## src/hdl/unicode_escape_to_utf8_unit_macros.svh

```systemverilog
// Assertion macros for the unicode escape to UTF-8 unit.
`ifndef UNICODE_ESCAPE_TO_UTF8_UNIT_MACROS_SVH
`define UNICODE_ESCAPE_TO_UTF8_UNIT_MACROS_SVH
`ifndef NO_ASSERTIONS
// Same-cycle implication, checked at every rising edge out of reset.
`define UE2U_ASSERT_SAME(label, clk, rst_n, ante, cons, msg) \
    label: assert property (@(posedge clk) disable iff (!rst_n) (ante) |-> (cons)) \
        else $error(msg);
// Next-cycle implication.
`define UE2U_ASSERT_NEXT(label, clk, rst_n, ante, cons, msg) \
    label: assert property (@(posedge clk) disable iff (!rst_n) (ante) |=> (cons)) \
        else $error(msg);
`else
`define UE2U_ASSERT_SAME(label, clk, rst_n, ante, cons, msg)
`define UE2U_ASSERT_NEXT(label, clk, rst_n, ante, cons, msg)
`endif
`endif

```

## src/hdl/ue2u_pkg.sv

```systemverilog
// Shared types and constants of the unicode escape to UTF-8 unit.
`default_nettype none
package ue2u_pkg;

    // What the back end must emit for one queued job.
    typedef enum logic {
        JOB_BYTE,   // pass code[7:0] through as one byte
        JOB_CODE    // encode code as UTF-8, one to three bytes
    } job_kind_t;

    typedef struct packed {
        job_kind_t   kind;
        logic [15:0] code;
    } job_t;

    typedef struct packed {
        logic empty;
        logic full;
    } q_status_t;

    localparam int QUEUE_DEPTH = 4;

    localparam logic [7:0]  CH_BACKSLASH = 8'h5c;
    localparam logic [7:0]  CH_U         = 8'h75;
    localparam logic [7:0]  CH_SLASH     = 8'h2f;

    localparam logic [15:0] LIMIT_1B     = 16'h007f;
    localparam logic [15:0] LIMIT_2B     = 16'h07ff;
    localparam logic [7:0]  LEAD_2B      = 8'hc0;
    localparam logic [7:0]  LEAD_3B      = 8'he0;
    localparam logic [7:0]  CONT_MARK    = 8'h80;

endpackage
`default_nettype wire

```

## src/hdl/ue2u_in_if.sv

```systemverilog
// Input channel: escaped text bytes with end-of-text mark.
`default_nettype none
interface ue2u_in_if;
    logic       valid;
    logic       ready;
    logic [7:0] in_byte;
    logic       text_end;

    modport source (output valid, output in_byte, output text_end, input ready);
    modport sink (input valid, input in_byte, input text_end, output ready);
endinterface
`default_nettype wire

```

## src/hdl/ue2u_out_if.sv

```systemverilog
// Output channel: decoded UTF-8 bytes with last-of-run mark.
`default_nettype none
interface ue2u_out_if;
    logic       valid;
    logic       ready;
    logic [7:0] out_byte;
    logic       run_last;

    modport source (output valid, output out_byte, output run_last, input ready);
    modport sink (input valid, input out_byte, input run_last, output ready);
endinterface
`default_nettype wire

```

## src/hdl/ue2u_front.sv

```systemverilog
// Front end: escape parser that turns input bytes into output jobs.
`default_nettype none
module ue2u_front (
    input  wire logic             clk,
    input  wire logic             rst_n,
    ue2u_in_if.sink               escaped,
    input  wire ue2u_pkg::q_status_t q_stat,
    output logic                  push,
    output ue2u_pkg::job_t        push_job
);
    import ue2u_pkg::*;

    typedef enum logic [2:0] {
        PH_TEXT,
        PH_BACKSLASH,
        PH_HEX0,
        PH_HEX1,
        PH_HEX2,
        PH_HEX3
    } phase_t;

    phase_t      phase_reg, phase_next;
    logic [15:0] code_reg, code_next;
    logic        stopped_reg, stopped_next;

    logic        accept;
    logic [7:0]  c;
    logic [4:0]  hex;
    logic [15:0] code_step;
    logic        stopped_step;

    // Returns {is_hex, digit}.
    function automatic logic [4:0] hex_decode(input logic [7:0] b);
        logic [4:0] r;
        r = '0;
        if (b >= 8'h30 && b <= 8'h39)
        begin
            r = {1'b1, b[3:0]};
        end
        else if ((b >= 8'h61 && b <= 8'h66) || (b >= 8'h41 && b <= 8'h46))
        begin
            r = {1'b1, b[3:0] + 4'd9};
        end
        return r;
    endfunction

    assign escaped.ready = !q_stat.full;
    assign accept        = escaped.valid && escaped.ready;
    assign c             = escaped.in_byte;
    assign hex           = hex_decode(c);

    // A non-hex byte ends the digit run for the rest of the escape.
    always_comb
    begin
        if (!stopped_reg && hex[4])
        begin
            code_step    = {code_reg[11:0], hex[3:0]};
            stopped_step = stopped_reg;
        end
        else
        begin
            code_step    = code_reg;
            stopped_step = 1'b1;
        end
    end

    always_comb
    begin
        phase_next    = phase_reg;
        code_next     = code_reg;
        stopped_next  = stopped_reg;
        push          = 1'b0;
        push_job.kind = JOB_BYTE;
        push_job.code = {8'h00, c};
        unique case (phase_reg)
            PH_BACKSLASH:
            begin
                if (c == CH_U)
                begin
                    phase_next   = PH_HEX0;
                    code_next    = '0;
                    stopped_next = 1'b0;
                end
                else
                begin
                    push       = (c == CH_SLASH);
                    phase_next = PH_TEXT;
                end
            end
            PH_HEX0, PH_HEX1, PH_HEX2:
            begin
                code_next    = code_step;
                stopped_next = stopped_step;
                phase_next   = phase_t'(phase_reg + 3'd1);
            end
            PH_HEX3:
            begin
                // A zero code point emits nothing.
                push          = (code_step != '0);
                push_job.kind = JOB_CODE;
                push_job.code = code_step;
                phase_next    = PH_TEXT;
                code_next     = '0;
                stopped_next  = 1'b0;
            end
            default:
            begin
                if (c == CH_BACKSLASH)
                begin
                    phase_next = PH_BACKSLASH;
                end
                else
                begin
                    push = 1'b1;
                end
            end
        endcase
        // Drop any open escape at the end of the text.
        if (escaped.text_end)
        begin
            phase_next   = PH_TEXT;
            code_next    = '0;
            stopped_next = 1'b0;
        end
        if (!accept)
        begin
            push = 1'b0;
        end
    end

    always_ff @(posedge clk or negedge rst_n)
    begin
        if (!rst_n)
        begin
            phase_reg   <= PH_TEXT;
            code_reg    <= '0;
            stopped_reg <= 1'b0;
        end
        else if (accept)
        begin
            phase_reg   <= phase_next;
            code_reg    <= code_next;
            stopped_reg <= stopped_next;
        end
    end

endmodule
`default_nettype wire

```

## src/hdl/ue2u_queue.sv

```systemverilog
// Job queue between front end and back end.
`default_nettype none
module ue2u_queue #(
    parameter int DEPTH = ue2u_pkg::QUEUE_DEPTH
) (
    input  wire logic                clk,
    input  wire logic                rst_n,
    input  wire logic                push,
    input  wire ue2u_pkg::job_t      push_job,
    input  wire logic                pop,
    output ue2u_pkg::job_t           head,
    output ue2u_pkg::q_status_t      q_stat
);
    import ue2u_pkg::*;

    localparam int PW = $clog2(DEPTH);
    localparam int CW = $clog2(DEPTH + 1);

    job_t          mem_reg [DEPTH];
    logic [PW-1:0] wr_ptr_reg, rd_ptr_reg;
    logic [CW-1:0] count_reg, count_next;
    logic          do_push, do_pop;

    assign q_stat.empty = (count_reg == '0);
    assign q_stat.full  = (count_reg == CW'(DEPTH));
    assign do_push      = push && !q_stat.full;
    assign do_pop       = pop && !q_stat.empty;
    assign head         = mem_reg[rd_ptr_reg];

    always_comb
    begin
        count_next = count_reg;
        if (do_push && !do_pop)
        begin
            count_next = count_reg + CW'(1);
        end
        else if (do_pop && !do_push)
        begin
            count_next = count_reg - CW'(1);
        end
    end

    always_ff @(posedge clk)
    begin
        if (do_push)
        begin
            mem_reg[wr_ptr_reg] <= push_job;
        end
    end

    always_ff @(posedge clk or negedge rst_n)
    begin
        if (!rst_n)
        begin
            wr_ptr_reg <= '0;
            rd_ptr_reg <= '0;
            count_reg  <= '0;
        end
        else
        begin
            if (do_push)
            begin
                wr_ptr_reg <= (wr_ptr_reg == PW'(DEPTH - 1)) ? '0 : wr_ptr_reg + PW'(1);
            end
            if (do_pop)
            begin
                rd_ptr_reg <= (rd_ptr_reg == PW'(DEPTH - 1)) ? '0 : rd_ptr_reg + PW'(1);
            end
            count_reg <= count_next;
        end
    end

endmodule
`default_nettype wire

```

## src/hdl/ue2u_back.sv

```systemverilog
// Back end: emits the bytes of each queued job into the output register.
`default_nettype none
module ue2u_back (
    input  wire logic                clk,
    input  wire logic                rst_n,
    input  wire ue2u_pkg::job_t      head,
    input  wire ue2u_pkg::q_status_t q_stat,
    output logic                     pop,
    ue2u_out_if.source               decoded
);
    import ue2u_pkg::*;

    logic       out_valid_reg, out_valid_next;
    logic [7:0] out_byte_reg, out_byte_next;
    logic       run_last_reg, run_last_next;
    logic [1:0] step_reg, step_next;

    logic       slot_free;
    logic [1:0] nbytes;
    logic [7:0] cur_byte;

    assign slot_free        = !out_valid_reg || decoded.ready;
    assign decoded.valid    = out_valid_reg;
    assign decoded.out_byte = out_byte_reg;
    assign decoded.run_last = run_last_reg;

    always_comb
    begin
        if (head.kind == JOB_BYTE || head.code <= LIMIT_1B)
        begin
            nbytes = 2'd1;
        end
        else if (head.code <= LIMIT_2B)
        begin
            nbytes = 2'd2;
        end
        else
        begin
            nbytes = 2'd3;
        end
    end

    always_comb
    begin
        cur_byte = head.code[7:0];
        if (head.kind == JOB_CODE)
        begin
            case (nbytes)
                2'd2:
                begin
                    cur_byte = (step_reg == 2'd0) ? (LEAD_2B | {3'b000, head.code[10:6]})
                                                  : (CONT_MARK | {2'b00, head.code[5:0]});
                end
                2'd3:
                begin
                    case (step_reg)
                        2'd0:    cur_byte = LEAD_3B | {4'h0, head.code[15:12]};
                        2'd1:    cur_byte = CONT_MARK | {2'b00, head.code[11:6]};
                        default: cur_byte = CONT_MARK | {2'b00, head.code[5:0]};
                    endcase
                end
                default:
                begin
                    cur_byte = {1'b0, head.code[6:0]};
                end
            endcase
        end
    end

    // Load the next byte whenever the output register is free; pop on the last one.
    always_comb
    begin
        out_valid_next = out_valid_reg;
        out_byte_next  = out_byte_reg;
        run_last_next  = run_last_reg;
        step_next      = step_reg;
        pop            = 1'b0;
        if (slot_free)
        begin
            out_valid_next = !q_stat.empty;
            if (!q_stat.empty)
            begin
                out_byte_next = cur_byte;
                run_last_next = (step_reg == nbytes - 2'd1);
                if (step_reg == nbytes - 2'd1)
                begin
                    pop       = 1'b1;
                    step_next = '0;
                end
                else
                begin
                    step_next = step_reg + 2'd1;
                end
            end
        end
    end

    always_ff @(posedge clk or negedge rst_n)
    begin
        if (!rst_n)
        begin
            out_valid_reg <= 1'b0;
            step_reg      <= '0;
        end
        else
        begin
            out_valid_reg <= out_valid_next;
            step_reg      <= step_next;
        end
    end

    always_ff @(posedge clk)
    begin
        out_byte_reg <= out_byte_next;
        run_last_reg <= run_last_next;
    end

endmodule
`default_nettype wire

```

## src/hdl/unicode_escape_to_utf8_unit.sv

```systemverilog
// Path: an accepted item is written into the job queue, then its first output byte is loaded into the output register.
// Throughput: one input item per cycle while the job queue has room; one output byte per
// cycle while the output is ready, so a three-byte code point holds the back end across its
// three bytes and a job queue of QUEUE_DEPTH entries absorbs the difference.
// Reset: asynchronous, active low; escape state returns to plain text, queue empties,
// output goes invalid.
`default_nettype none
`include "unicode_escape_to_utf8_unit_macros.svh"
module unicode_escape_to_utf8_unit #(
    parameter int QUEUE_DEPTH = ue2u_pkg::QUEUE_DEPTH
) (
    input  wire logic  clk,
    input  wire logic  rst_n,
    ue2u_in_if.sink    escaped,
    ue2u_out_if.source decoded
);
    import ue2u_pkg::*;

    logic      q_push;
    job_t      push_job;
    logic      q_pop;
    job_t      q_head;
    q_status_t q_stat;

    ue2u_front u_front (
        .clk      (clk),
        .rst_n    (rst_n),
        .escaped  (escaped),
        .q_stat   (q_stat),
        .push     (q_push),
        .push_job (push_job)
    );

    ue2u_queue #(
        .DEPTH (QUEUE_DEPTH)
    ) u_queue (
        .clk      (clk),
        .rst_n    (rst_n),
        .push     (q_push),
        .push_job (push_job),
        .pop      (q_pop),
        .head     (q_head),
        .q_stat   (q_stat)
    );

    ue2u_back u_back (
        .clk     (clk),
        .rst_n   (rst_n),
        .head    (q_head),
        .q_stat  (q_stat),
        .pop     (q_pop),
        .decoded (decoded)
    );

    `UE2U_ASSERT_SAME(a_no_overflow, clk, rst_n, q_push, !q_stat.full, "job pushed into full queue")
    `UE2U_ASSERT_NEXT(a_push_lands, clk, rst_n, q_push, !q_stat.empty, "pushed job vanished")
    `UE2U_ASSERT_SAME(a_run_held, clk, rst_n, decoded.valid && !decoded.run_last, !q_stat.empty, "job popped before its last byte")

endmodule
`default_nettype wire
```

## src/flat_wrapper.sv

```systemverilog
// flat-port wrapper written by rule: the top's interface ports become plain ports
module unicode_escape_to_utf8_unit_flat import ue2u_pkg::*;
#(
    parameter int QUEUE_DEPTH = ue2u_pkg::QUEUE_DEPTH
)
  (clk, rst_n, escaped_valid, escaped_in_byte, escaped_text_end, escaped_ready, decoded_valid, decoded_out_byte, decoded_run_last, decoded_ready);
  ue2u_in_if escaped_i ();
  ue2u_out_if decoded_i ();
  input  wire logic clk;
  input  wire logic rst_n;
  input wire logic [$bits(escaped_i.valid)-1:0] escaped_valid;
  input wire logic [$bits(escaped_i.in_byte)-1:0] escaped_in_byte;
  input wire logic [$bits(escaped_i.text_end)-1:0] escaped_text_end;
  output wire logic [$bits(escaped_i.ready)-1:0] escaped_ready;
  output wire logic [$bits(decoded_i.valid)-1:0] decoded_valid;
  output wire logic [$bits(decoded_i.out_byte)-1:0] decoded_out_byte;
  output wire logic [$bits(decoded_i.run_last)-1:0] decoded_run_last;
  input wire logic [$bits(decoded_i.ready)-1:0] decoded_ready;
  assign escaped_i.valid = escaped_valid;
  assign escaped_i.in_byte = escaped_in_byte;
  assign escaped_i.text_end = escaped_text_end;
  assign escaped_ready = escaped_i.ready;
  assign decoded_valid = decoded_i.valid;
  assign decoded_out_byte = decoded_i.out_byte;
  assign decoded_run_last = decoded_i.run_last;
  assign decoded_i.ready = decoded_ready;
  unicode_escape_to_utf8_unit #(.QUEUE_DEPTH(QUEUE_DEPTH)) u_core (.clk(clk), .rst_n(rst_n), .escaped(escaped_i), .decoded(decoded_i));
endmodule
```

## config.mk

```make
export PLATFORM = sky130hd
export DESIGN_NAME = unicode_escape_to_utf8_unit_flat
export DESIGN_NICKNAME = d
export VERILOG_FILES = /design/src/hdl/ue2u_pkg.sv /design/src/hdl/ue2u_in_if.sv /design/src/hdl/ue2u_out_if.sv /design/src/hdl/ue2u_front.sv /design/src/hdl/ue2u_queue.sv /design/src/hdl/ue2u_back.sv /design/src/hdl/unicode_escape_to_utf8_unit.sv /design/src/flat_wrapper.sv
export VERILOG_INCLUDE_DIRS = /design/src /design/src/hdl
export SDC_FILE = /design/constraint.sdc
export NUM_CORES = 1
export LEC_CHECK = 0
export ABC_AREA = 0
export BUFFER_PORTS_ARGS = -buffer_cell sky130_fd_sc_hd__buf_2
export CORE_ASPECT_RATIO = 2
export CORE_MARGIN = 10
export CORE_UTILIZATION = 57
export CTS_BUF_LIST = sky130_fd_sc_hd__clkbuf_8
export DETAILED_ROUTE_END_ITERATION = 6
export PLACE_DENSITY_LB_ADDON = 0.12
export SKIP_LAST_GASP = 1
export SYNTH_ARGS = -nofsm -noshare
export SYNTH_HDL_FRONTEND = slang
export SYNTH_SLANG_ARGS = --single-unit
export TNS_END_PERCENT = 50
```

## constraint.sdc

```tcl
create_clock -name clk -period 3.3 [get_ports clk]
set_input_delay 0.33 -clock clk [delete_from_list [all_inputs] [get_ports clk]]
set_output_delay 0.33 -clock clk [all_outputs]
set_load 0.03 [all_outputs]
```

==> impl_metrics.env, run 1 <==
export IMPL_outcome="complete, but fails checks"
export IMPL_violations="setup timing"
export IMPL_grt_pass1_wl_um=18000
export IMPL_clockBufferDepth=2
export IMPL_rrSetupSlack_ps=-40
export IMPL_cts_buffers=9
export IMPL_ioPinCount=24
export IMPL_leakagePower_nw=2.26
export IMPL_powerDensity_nw_per_um2=781
export IMPL_cts_tree="yes"
export IMPL_path_cells="buf_6 -> mux4_2 -> or4_4 -> o31ai_4 -> nand3_2 -> a31oi_4 -> inv_2 -> ha_4 -> inv_2 -> fa_2 -> mux2_4"
export IMPL_largest_reg_flops=68
export IMPL_insertion_delay_ps=370
export IMPL_grtUsageTotal_pct=17.3
export IMPL_synth_seq_cells=107
export IMPL_slowest_stage="or4_4"
export IMPL_cpPeakStageDelay_ps=600
export IMPL_maxSlewViolCount=0
export IMPL_gp_congestion=0.943
export IMPL_power_switching_mw=1.59
export IMPL_drtAntennaViolNets=0
export IMPL_hold_buffers=0
export IMPL_cp_common_cell="inv_2"
export IMPL_diodes=0
export IMPL_clkSinkCount=107
export IMPL_ys_warnings_count=0
export IMPL_synth_ff_type="edfxtp_1"
export IMPL_path_buf_inv=3
export IMPL_postSynthCellCount=374
export IMPL_grt_max_degree=31
export IMPL_syn_nets=405
export IMPL_max_cap_violations=0
export IMPL_synthDistinctLibCells=59
export IMPL_fp_dieW_um=86.8
export IMPL_core_area_um2=8650
export IMPL_cts_root_buf="clkbuf_8"
export IMPL_internal_power_mw=2.96
export IMPL_viasPerCell=6.24
export IMPL_routedWlPerCell_um=20.9
export IMPL_total_power_mw=4.55
export IMPL_reg2regPathDepth=11
export IMPL_wl_um=11200
export IMPL_clock_fmax_ghz=0.299
export IMPL_postPlaceCellArea_um2=5500
export IMPL_synth_area_leaders="edfxtp_1, dfrtp_1, mux4_2"
export IMPL_rsz0062_at_grt="true"
export IMPL_first_pass_iters=4
export IMPL_vias=3340
export IMPL_crit_family="multiplexers"
export IMPL_cp_data_required_time_ps=3560
export IMPL_design_area_um2=5820
export IMPL_start_kind="flop"
export IMPL_synth_top_cell_area_share_pct=45.4
export IMPL_final_util_pct=67.3
export IMPL_areaGrowthSynthToFinish_pct=14.4
export IMPL_initial_core_util_pct=58.8
export IMPL_hold_viol=0
export IMPL_drc=0
export IMPL_setup_viol=1
export IMPL_clkTransAtPathRegs_ps=110
export IMPL_portBuffers=23
export IMPL_antenna_found_initial=0
export IMPL_endpoint_kind="flop"
export IMPL_syn_avg_cell_area_um2=13.6
export IMPL_hold_path_class="input pin to asynchronous set/reset pin"
export IMPL_fillerInstances=643
export IMPL_yosysMostFrequentCell="edfxtp_1"
export IMPL_worstSetupPathType="flop to flop"
export IMPL_ys_async_sr_fraction_pct=28.0
export IMPL_regToRegStartpoint="u_core.u_queue.rd_ptr_reg[0]$_DFFE_PN0P_"
export IMPL_dpl_hpwl_um=8320
export IMPL_dp_cells=510
export IMPL_r2r_end="u_core.u_queue.count_reg[1]$_DFFE_PN0P_"
export IMPL_worst_slew_pin_transition_ps=1170
export IMPL_final_nets=461
export IMPL_worst_slack_ps=-40.6
export IMPL_clkPwrFrac_pct=18.6
export IMPL_peakVddDrop_v=0.000301
export IMPL_swShare_pct=34.9
export IMPL_netlist_top_cells_count="edfxtp_1, nand2_1, dfrtp_1"
export IMPL_netlist_area_um2=5090
export IMPL_path_max_fanout=4
export IMPL_synth_top_cell_by_area="edfxtp_1"
export IMPL_grt_ovfl_total=0
export IMPL_seqPwrFrac_pct=41.9
export IMPL_ys_seq_area_share_pct=60.2
export IMPL_die_height_um=154
export IMPL_synth_edf_count=77
export IMPL_slew_headroom_pct=21.1
export IMPL_finalClockSkew_ps=13.7
export IMPL_drt_initial_drc_count=212
export IMPL_layout_worst_path_cycle_share_pct=101
export IMPL_htreeDepth=3
export IMPL_comb_power_share_pct=39.6
export IMPL_drive_gt1_share_pct=26.4
export IMPL_grt_pass1_vias=3489
export IMPL_crit_arrival_ps=3600
export IMPL_final_cells=535
export IMPL_dieArea_um2=13300
export IMPL_fp_row_count=48
export IMPL_place_ws_ps=-80.1
export IMPL_period_minus_slack_ps=3340
how the worst max path moves through the flow:
stage | from | endpoint | slack, ps | depth (start not counted)
finish | u_core.u_queue.rd_ptr_reg[0]$_DFFE_PN0P_ | u_core.u_queue.count_reg[1]$_DFFE_PN0P_ | -40 | 11
detailed placement | u_core.u_queue.rd_ptr_reg[0]$_DFFE_PN0P_ | u_core.u_queue.count_reg[1]$_DFFE_PN0P_ | -80 | 11
CTS | u_core.u_queue.rd_ptr_reg[0]$_DFFE_PN0P_ | u_core.u_queue.count_reg[1]$_DFFE_PN0P_ | -20 | 12
floorplan | u_core.u_queue.rd_ptr_reg[0]$_DFFE_PN0P_ | u_core.u_queue.count_reg[1]$_DFFE_PN0P_ | 4 | 11
global route | u_core.u_queue.rd_ptr_reg[0]$_DFFE_PN0P_ | u_core.u_queue.count_reg[1]$_DFFE_PN0P_ | -150 | 11
global placement | u_core.u_queue.rd_ptr_reg[0]$_DFFE_PN0P_ | u_core.u_queue.count_reg[1]$_DFFE_PN0P_ | -30 | 11
logic make-up after synthesis:
logic type      after synthesis  synth area share [%]
compound gates               80                  11.9
xor+xnor                      4                 0.689
fa+ha+maj                    18                  4.57
buf+inv                      34                  2.70
flops                       107                  60.2
mux                          26                  9.44
simple gates                105                  10.5
stage by stage:
step	hold WS, ps	TNS, ps
6_report	33.1	-40.6
5_1_grt	52.5	-210
4_1_cts	45.2	-33.5
3_5_place_dp	457	-91.8
3_3_place_gp	455	-27.5
2_1_floorplan	34.4	0
cell usage in the layout, fill, tap and decap left out, types with 3 or more instances in the layout:
cell type  netlist  final
edfxtp_1        77     77
nand2_1         47     47
buf_4            0     34
dfrtp_1         30     29
buf_2            2     23
inv_1           19     17
mux4_2          17     17
a21oi_1         16     16
ha_1            17     16
nor2_1          14     14
o21ai_0         13     13
a22o_1          13     13
clkbuf_8         0      9
nand3_1          7      7
and2_1           5      5
nor4_1           5      4
nand4_1          4      4
o21bai_1         4      4
a32oi_1          4      4
inv_8            0      4
o22ai_1          3      3
mux2_2           4      3
or4_1            4      3
a31oi_1          3      3
mux2i_1          3      3
per-layer routing:
layer,part of all wire [%],GRT usage (%)
met2,57,32.1
met5,0,0
met3,3.6,3.39
met1,35,17.0
met4,4.1,8.69
power groups by stage:
stage / Sequential, mW / Combinational (mW) / Clock (mW)
3_5_place_dp: 1.93 / 1.68 / 0
3_3_place_gp: 1.92 / 1.65 / 0
4_1_cts: 1.90 / 1.84 / 0.861
2_1_floorplan: 2.01 / 1.03 / 0
5_1_grt: 1.93 / 1.95 / 0.915
6_report: 1.90 / 1.80 / 0.844
what timing repair did:
action	in CTS	in global routing
resized for setup	9	4
pin swaps	11	4
cloned	1	0
buffers inserted	10	0
setup endpoints to repair	2	2
layout make-up:
| class | count | area [um2] | area share (%) |
|---|---|---|---|
| Clock buffer | 9 | 124 | 2.13 |
| Clock inverter | 7 | 91.3 | 1.57 |
| Sequential cell | 107 | 3060 | 52.7 |
| Timing Repair Buffer | 60 | 413 | 7.10 |
| Inverter | 19 | 71.3 | 1.23 |
| Multi-Input combinational cell | 233 | 1930 | 33.2 |
| Tap cell | 100 | 125 | 2.15 |
(Power assumes the default switching activity.)
==> inputs of run 2 (changes only) <==
--- a/config.mk
+++ b/config.mk
@@ -10,10 +10,10 @@
 export BUFFER_PORTS_ARGS = -buffer_cell sky130_fd_sc_hd__buf_2
 export CORE_ASPECT_RATIO = 2
 export CORE_MARGIN = 10
-export CORE_UTILIZATION = 57
-export CTS_BUF_LIST = sky130_fd_sc_hd__clkbuf_8
+export CORE_UTILIZATION = 55
 export DETAILED_ROUTE_END_ITERATION = 6
 export PLACE_DENSITY_LB_ADDON = 0.12
+export RECOVER_POWER = 50
 export SKIP_LAST_GASP = 1
 export SYNTH_ARGS = -nofsm -noshare
 export SYNTH_HDL_FRONTEND = slang
==> run 2 against run 1 <==
Effect of this change: the flow finishes with violations (capacitance limit, slew limit, setup timing); maximum frequency fell by 0.48%; sequential cell count did not move; core utilization is 2.0 points lower; sequential power barely moved; via count increased by 0.87%; global-route usage up 0.39 points; first-iteration DRC count is 25% lower; sequential share of layout area shrank 0.58 points.
==> impl_metrics.env, run 2 (synthesis results as in run 1) <==
export IMPL_drt_initial_drc_count=158
export IMPL_fillerInstances=703
export IMPL_gp_congestion=0.939
export IMPL_worstSetupPathType="flop to flop"
export IMPL_areaGrowthSynthToFinish_pct=15.7
export IMPL_crit_arrival_ps=3600
export IMPL_worst_slew_pin_transition_ps=1890
export IMPL_swShare_pct=34.0
export IMPL_fp_dieW_um=88.0
export IMPL_final_cells=542
export IMPL_cts_root_buf="clkbuf_16"
export IMPL_initial_core_util_pct=56.5
export IMPL_insertion_delay_ps=350
export IMPL_final_util_pct=65.3
export IMPL_clkSinkCount=107
export IMPL_postPlaceCellArea_um2=5530
export IMPL_comb_power_share_pct=38.3
export IMPL_worst_slack_ps=-56.8
export IMPL_clockBufferDepth=2
export IMPL_grt_pass1_vias=3538
export IMPL_dpl_hpwl_um=8180
export IMPL_cts_tree="yes"
export IMPL_wl_um=11200
export IMPL_hold_path_end="u_core.u_back.decoded.valid$_DFFE_PN0N_"
export IMPL_antenna_found_initial=0
export IMPL_cpPeakStageDelay_ps=610
export IMPL_rrSetupSlack_ps=-60
export IMPL_grtUsageTotal_pct=17.7
export IMPL_leakagePower_nw=2.27
export IMPL_clock_fmax_ghz=0.298
export IMPL_dp_cells=517
export IMPL_clkPwrFrac_pct=21.2
export IMPL_power_switching_mw=1.60
export IMPL_outcome="complete, but fails checks"
export IMPL_grt_max_degree=31
export IMPL_vias=3369
export IMPL_violations="capacitance limit, slew limit, setup timing"
export IMPL_internal_power_mw=3.11
export IMPL_path_max_fanout=6
export IMPL_clkTransAtPathRegs_ps=70
export IMPL_hold_start="decoded_ready"
export IMPL_hold_depth=4
export IMPL_diodes=0
export IMPL_viasPerCell=6.22
export IMPL_slew_headroom_pct=-25.9
export IMPL_grt_ovfl_total=0
export IMPL_routedWlPerCell_um=20.7
export IMPL_powerDensity_nw_per_um2=801
export IMPL_portBuffers=23
export IMPL_peakVddDrop_v=0.000357
export IMPL_drive_gt1_share_pct=23.4
export IMPL_final_nets=466
export IMPL_htreeDepth=3
export IMPL_slowest_stage="or4_4"
export IMPL_hold_viol=0
export IMPL_drc=0
export IMPL_ioPinCount=24
export IMPL_grt_pass1_wl_um=18500
export IMPL_total_power_mw=4.71
export IMPL_layout_commonest_cell="edfxtp_1"
export IMPL_crit_family="simple AND/OR/NAND/NOR gates"
export IMPL_first_pass_iters=4
export IMPL_rsz0062_at_grt="true"
export IMPL_finalClockSkew_ps=9.94
export IMPL_hold_buffers=0
export IMPL_core_area_um2=9010
export IMPL_holdWs_ps=220
export IMPL_layout_worst_path_cycle_share_pct=102
export IMPL_start_kind="flop"
export IMPL_r2r_end="u_core.u_queue.count_reg[1]$_DFFE_PN0P_"
export IMPL_path_buf_inv=3
export IMPL_path_depth=11
export IMPL_fp_row_count=49
export IMPL_endpoint_kind="flop"
export IMPL_design_area_um2=5890
export IMPL_setup_viol=2
export IMPL_regToRegStartpoint="u_core.u_queue.rd_ptr_reg[0]$_DFFE_PN0P_"
export IMPL_cts_buffers=9
export IMPL_cp_data_required_time_ps=3540
export IMPL_max_cap_violations=1
export IMPL_dieArea_um2=13700
export IMPL_period_minus_slack_ps=3360
export IMPL_maxSlewViolCount=31
export IMPL_hold_path_class="input pin to flop"
export IMPL_final_cell_mix="edfxtp_1, nand2_1, buf_4"
export IMPL_path_cells="buf_12 -> mux4_2 -> or4_4 -> nor3_2 -> nand4_1 -> a31oi_4 -> inv_1 -> ha_2 -> inv_2 -> fa_2 -> mux2_2"
export IMPL_die_height_um=156
export IMPL_largest_reg_flops=68
export IMPL_reg2regPathDepth=11
export IMPL_seqPwrFrac_pct=40.6
export IMPL_drtAntennaViolNets=0
## run 2: cell types whose count changed in the layout (fill, tap and decap cells not counted), moves of 2 or more
cell	before	now
clkbuf_16	0	9
clkbuf_8	9	0
buf_6	2	0
inv_6	1	3
buf_4	34	36
clkbuf_1	0	17
clkinv_2	0	3
inv_8	4	0
buf_2	23	10
## run 2: how the worst max path moves through the flow
stage | endpoint | slack [ps] | from
after floorplan | u_core.u_queue.count_reg[1]$_DFFE_PN0P_ | 4 | u_core.u_queue.rd_ptr_reg[0]$_DFFE_PN0P_
final | u_core.u_queue.count_reg[1]$_DFFE_PN0P_ | -60 | u_core.u_queue.rd_ptr_reg[0]$_DFFE_PN0P_
after global routing | u_core.u_queue.count_reg[1]$_DFFE_PN0P_ | -160 | u_core.u_queue.rd_ptr_reg[0]$_DFFE_PN0P_
after detailed placement | u_core.u_queue.count_reg[1]$_DFFE_PN0P_ | -80 | u_core.u_queue.rd_ptr_reg[0]$_DFFE_PN0P_
after CTS | u_core.u_queue.count_reg[1]$_DFFE_PN0P_ | -30 | u_core.u_queue.rd_ptr_reg[0]$_DFFE_PN0P_
after global placement | u_core.u_queue.count_reg[1]$_DFFE_PN0P_ | -10 | u_core.u_queue.rd_ptr_reg[0]$_DFFE_PN0P_
## run 2: metrics by stage
step	TNS, ps	setup slack, ps
4_1_cts	-32.1	-25.4
6_report	-65.7	-56.8
3_3_place_gp	-13.4	-13.4
5_1_grt	-1160	-160
2_1_floorplan	0	4.22
3_5_place_dp	-84.0	-84.0
## run 2: repair_timing
item	in CTS	in global routing
gates resized for setup	8	1
setup endpoints to repair	2	2
buffers inserted	7	1
pin swaps	10	0
cloned	1	0
## run 2: power by group through the flow
stage	registers (mW)	clock network, mW	logic (mW)
finish	1.91	0.999	1.80
CTS	1.91	1.02	1.83
floorplan	2.01	0	1.03
global placement	1.92	0	1.67
detailed placement	1.93	0	1.70
global route	1.94	1.06	1.97
## run 2: final cells by class
cell class / instances / area, um2 / share of cell area (%)
sequential: 107 / 3070 / 52.1
multi-input combinational: 233 / 1920 / 32.6
timing repair buffer: 65 / 432 / 7.33
clock buffer: 9 / 225 / 3.83
tap: 102 / 128 / 2.17
inverter: 19 / 71.3 / 1.21
clock inverter: 7 / 48.8 / 0.829
## run 2: worst register-to-register path, delay by kind of cell, from the launching register on
family	cells	cell delay [ps]
fa+ha+maj	2	590
mux	2	770
flops	1	440
compound gates	1	190
buf+inv	3	260
simple gates	3	990
## run 2: per-layer routing
layer  track usage (%)  vias to the layer above  wire, um
met3              3.29                       25       366
met1              18.0                     1705      4020
li1                  -                     1568         -
met2              32.9                       71      6490
met4              8.11                        0       367
met5                 0                        -         0
==> inputs of run 3 (changes only) <==
--- a/config.mk
+++ b/config.mk
@@ -6,12 +6,12 @@
 export SDC_FILE = /design/constraint.sdc
 export NUM_CORES = 1
 export LEC_CHECK = 0
-export ABC_AREA = 0
-export BUFFER_PORTS_ARGS = -buffer_cell sky130_fd_sc_hd__buf_2
+export ABC_AREA = 1
 export CORE_ASPECT_RATIO = 2
 export CORE_MARGIN = 10
-export CORE_UTILIZATION = 55
+export CORE_UTILIZATION = 57
 export DETAILED_ROUTE_END_ITERATION = 6
+export DONT_BUFFER_PORTS = 1
 export PLACE_DENSITY_LB_ADDON = 0.12
 export RECOVER_POWER = 50
 export SKIP_LAST_GASP = 1
==> run 3 against run 2 <==
Effect of this change: the run ends with capacitance limit, slew limit left; global-route usage about the same; sequential power is 6% higher; clock skew decreased by 3.7 ps; synthesized cell count grew 52%; worst hold slack worse by 77 ps; final area shrank 1.8%; sequential share of layout area up 0.91 points; largest power group unchanged; highest routed layer unchanged; total power down 0.14%; via count is 15% higher; final cell count increased by 27%.
==> impl_metrics.env, run 3 <==
export IMPL_diodes=0
export IMPL_ys_seq_area_share_pct=57.2
export IMPL_final_nets=612
export IMPL_peakVddDrop_v=0.000355
export IMPL_crit_arrival_ps=3350
export IMPL_wl_um=11500
export IMPL_final_cell_mix="nand2_1, edfxtp_1, nand3_1"
export IMPL_largest_reg_flops=68
export IMPL_fp_dieW_um=88.5
export IMPL_violations="capacitance limit, slew limit"
export IMPL_multi_input_area_um2=1980
export IMPL_period_minus_slack_ps=3120
export IMPL_vias=3869
export IMPL_insertion_delay_ps=340
export IMPL_outcome="complete, but fails checks"
export IMPL_hold_path_class="input pin to flop"
export IMPL_core_area_um2=9260
export IMPL_drive_gt1_share_pct=8.02
export IMPL_initial_core_util_pct=57.9
export IMPL_wl_met1_um=4260
export IMPL_synthDistinctLibCells=35
export IMPL_slew_headroom_pct=-19.2
export IMPL_gp_congestion=0.972
export IMPL_finalClockSkew_ps=6.24
export IMPL_ys_async_sr_fraction_pct=28.0
export IMPL_drtAntennaViolNets=0
export IMPL_rrSetupSlack_ps=180
export IMPL_synth_ff_type="edfxtp_1"
export IMPL_start_kind="flop"
export IMPL_drc=0
export IMPL_path_buf_inv=2
export IMPL_synth_seq_cells=107
export IMPL_path_cells="inv_1 -> nand3_1 -> nand2_1 -> nand2_1 -> nor2_2 -> nand2_2 -> o21ai_4 -> nor2_4 -> xor2_2 -> nand3_2 -> ha_1 -> inv_1 -> fa_1 -> a21oi_1 -> o21ai_0 -> xnor2_1"
export IMPL_ys_warnings_count=0
export IMPL_final_setup_tns_ps=0
export IMPL_cts_root_buf="clkbuf_16"
export IMPL_syn_avg_cell_area_um2=9.40
export IMPL_hold_depth=3
export IMPL_route_met3_wl_um=395
export IMPL_portBuffers=0
export IMPL_viasPerCell=5.61
export IMPL_htreeDepth=3
export IMPL_grt_max_degree=31
export IMPL_clock_fmax_ghz=0.321
export IMPL_grtUsageTotal_pct=17.6
export IMPL_worstSetupPathType="flop to flop"
export IMPL_cpPeakStageDelay_ps=380
export IMPL_design_area_um2=5780
export IMPL_netlist_top_cells_count="nand2_1, edfxtp_1, nand3_1"
export IMPL_grt_pass1_wl_um=18800
export IMPL_synth_area_leaders="edfxtp_1, dfrtp_1, nand2_1"
export IMPL_areaGrowthSynthToFinish_pct=7.92
export IMPL_grt_ovfl_total=0
export IMPL_path_max_fanout=12
export IMPL_cts_tree="yes"
export IMPL_endpoint_kind="flop"
export IMPL_total_power_mw=4.71
export IMPL_wl_met2_um=6330
export IMPL_clockBufferDepth=2
export IMPL_final_util_pct=62.4
export IMPL_die_height_um=157
export IMPL_slowest_stage="dfrtp_1"
export IMPL_drt_initial_drc_count=232
export IMPL_worst_slew_pin_transition_ps=1790
export IMPL_yosysMostFrequentCell="nand2_1"
export IMPL_synth_top_cell_by_area="edfxtp_1"
export IMPL_hold_start="decoded_ready"
export IMPL_regToRegStartpoint="u_core.u_queue.rd_ptr_reg[1]$_DFFE_PN0P_"
export IMPL_leakagePower_nw=2.46
export IMPL_netlist_area_um2=5360
export IMPL_reg2regPathDepth=16
export IMPL_rsz0062_at_grt="false"
export IMPL_grt_pass1_vias=3910
export IMPL_fillerInstances=807
export IMPL_postPlaceCellArea_um2=5500
export IMPL_clkTransAtPathRegs_ps=70
export IMPL_routed_top_layer="met4"
export IMPL_fp_row_count=50
export IMPL_max_cap_violations=1
export IMPL_seqCellArea_um2=3060
export IMPL_antenna_found_initial=0
export IMPL_ioPinCount=24
export IMPL_hold_viol=0
export IMPL_hold_path_end="u_core.u_back.decoded.valid$_DFFE_PN0N_"
export IMPL_crit_family="simple AND/OR/NAND/NOR gates"
export IMPL_cp_data_required_time_ps=3530
export IMPL_r2r_end="u_core.u_queue.count_reg[2]$_DFFE_PN0P_"
export IMPL_clkSinkCount=107
export IMPL_cts_buffers=9
export IMPL_layout_worst_path_cycle_share_pct=94.4
export IMPL_syn_nets=601
export IMPL_layout_commonest_cell="nand2_1"
export IMPL_dpl_hpwl_um=8450
export IMPL_synth_top_cell_area_share_pct=43.2
export IMPL_first_pass_iters=4
export IMPL_powerDensity_nw_per_um2=814
export IMPL_dieArea_um2=13900
export IMPL_routedWlPerCell_um=16.7
export IMPL_maxSlewViolCount=31
export IMPL_synth_edf_count=77
export IMPL_setup_viol=0
export IMPL_postSynthCellCount=570
-- run 3: cell types whose count changed in the layout (fill, tap and decap cells not counted), moves of 6 or more --
cell / delta
nand3_1: +52
nor2_1: +32
a21oi_1: -6
buf_4: -23
a22o_1: -13
inv_1: +31
clkbuf_1: -14
o21ai_0: +23
mux4_2: -17
nand2_1: +133
buf_2: -10
-- run 3: per-layer routing --
metal  track usage [%]  vias to the layer above
li1                  -                     1924
met3              2.90                       34
met1              18.3                     1829
met5                 0                        -
met2              31.4                       82
met4              11.2                        0
-- run 3: kinds of logic after synthesis --
group	synth area share, %
compound gates	7.19
xor+xnor	1.31
fa+ha+maj	4.34
buf+inv	5.82
flops	57.2
simple gates	24.2
-- run 3: timing repair --
item	4_1_cts	5_1_grt
hold buffers	2	0
buffers inserted	0	0
resized for setup	0	0
hold endpoints to repair	30	0
-- run 3: worst max path at each step --
stage | start | cells after the start | endpoint | slack, ps
after global routing | u_core.u_queue.rd_ptr_reg[1]$_DFFE_PN0P_ | 16 | u_core.u_queue.count_reg[2]$_DFFE_PN0P_ | 20
after floorplan | escaped_in_byte[0] | 17 | u_core.u_queue.mem_reg[0][0]$_DFFE_PP_ | 420
after CTS | u_core.u_queue.rd_ptr_reg[1]$_DFFE_PN0P_ | 16 | u_core.u_queue.count_reg[2]$_DFFE_PN0P_ | 160
after detailed placement | escaped_in_byte[0] | 22 | u_core.u_queue.count_reg[2]$_DFFE_PN0P_ | 70
final | u_core.u_queue.rd_ptr_reg[1]$_DFFE_PN0P_ | 16 | u_core.u_queue.count_reg[2]$_DFFE_PN0P_ | 180
after global placement | escaped_in_byte[0] | 22 | u_core.u_queue.count_reg[2]$_DFFE_PN0P_ | 170
-- run 3: cell type report --
type	count	area share (%)
Timing Repair Buffer	17	2.06
Clock buffer	10	4.13
Inverter	55	3.66
Multi-Input combinational cell	391	34.2
Clock inverter	6	0.671
Tap cell	104	2.25
Sequential cell	107	53.0
-- run 3: through the flow --
stage | worst slack (ps) | cells | hold WS [ps]
after global placement | 168 | 672 | 37.5
after floorplan | 420 | 570 | 34.4
after global routing | 20.5 | 690 | 171
after detailed placement | 69.5 | 672 | 36.0
final | 184 | 690 | 143
after CTS | 161 | 690 | 136
-- run 3: worst reg2reg max path, delay by kind of cell, from the launching register on --
family	cells	cell delay (ps)
buffers and inverters	2	440
AO/OA/AOI/OAI	3	490
AND/OR/NAND/NOR	7	870
adder cells (fa/ha/maj)	2	520
flip-flops	1	380
XOR/XNOR	2	320
-- run 3: power breakdown --
part,switching (mW),internal [mW],total (mW)
sequential,0.239,1.78,2.02
clock,0.474,0.533,1.01
combinational,1.13,0.551,1.68
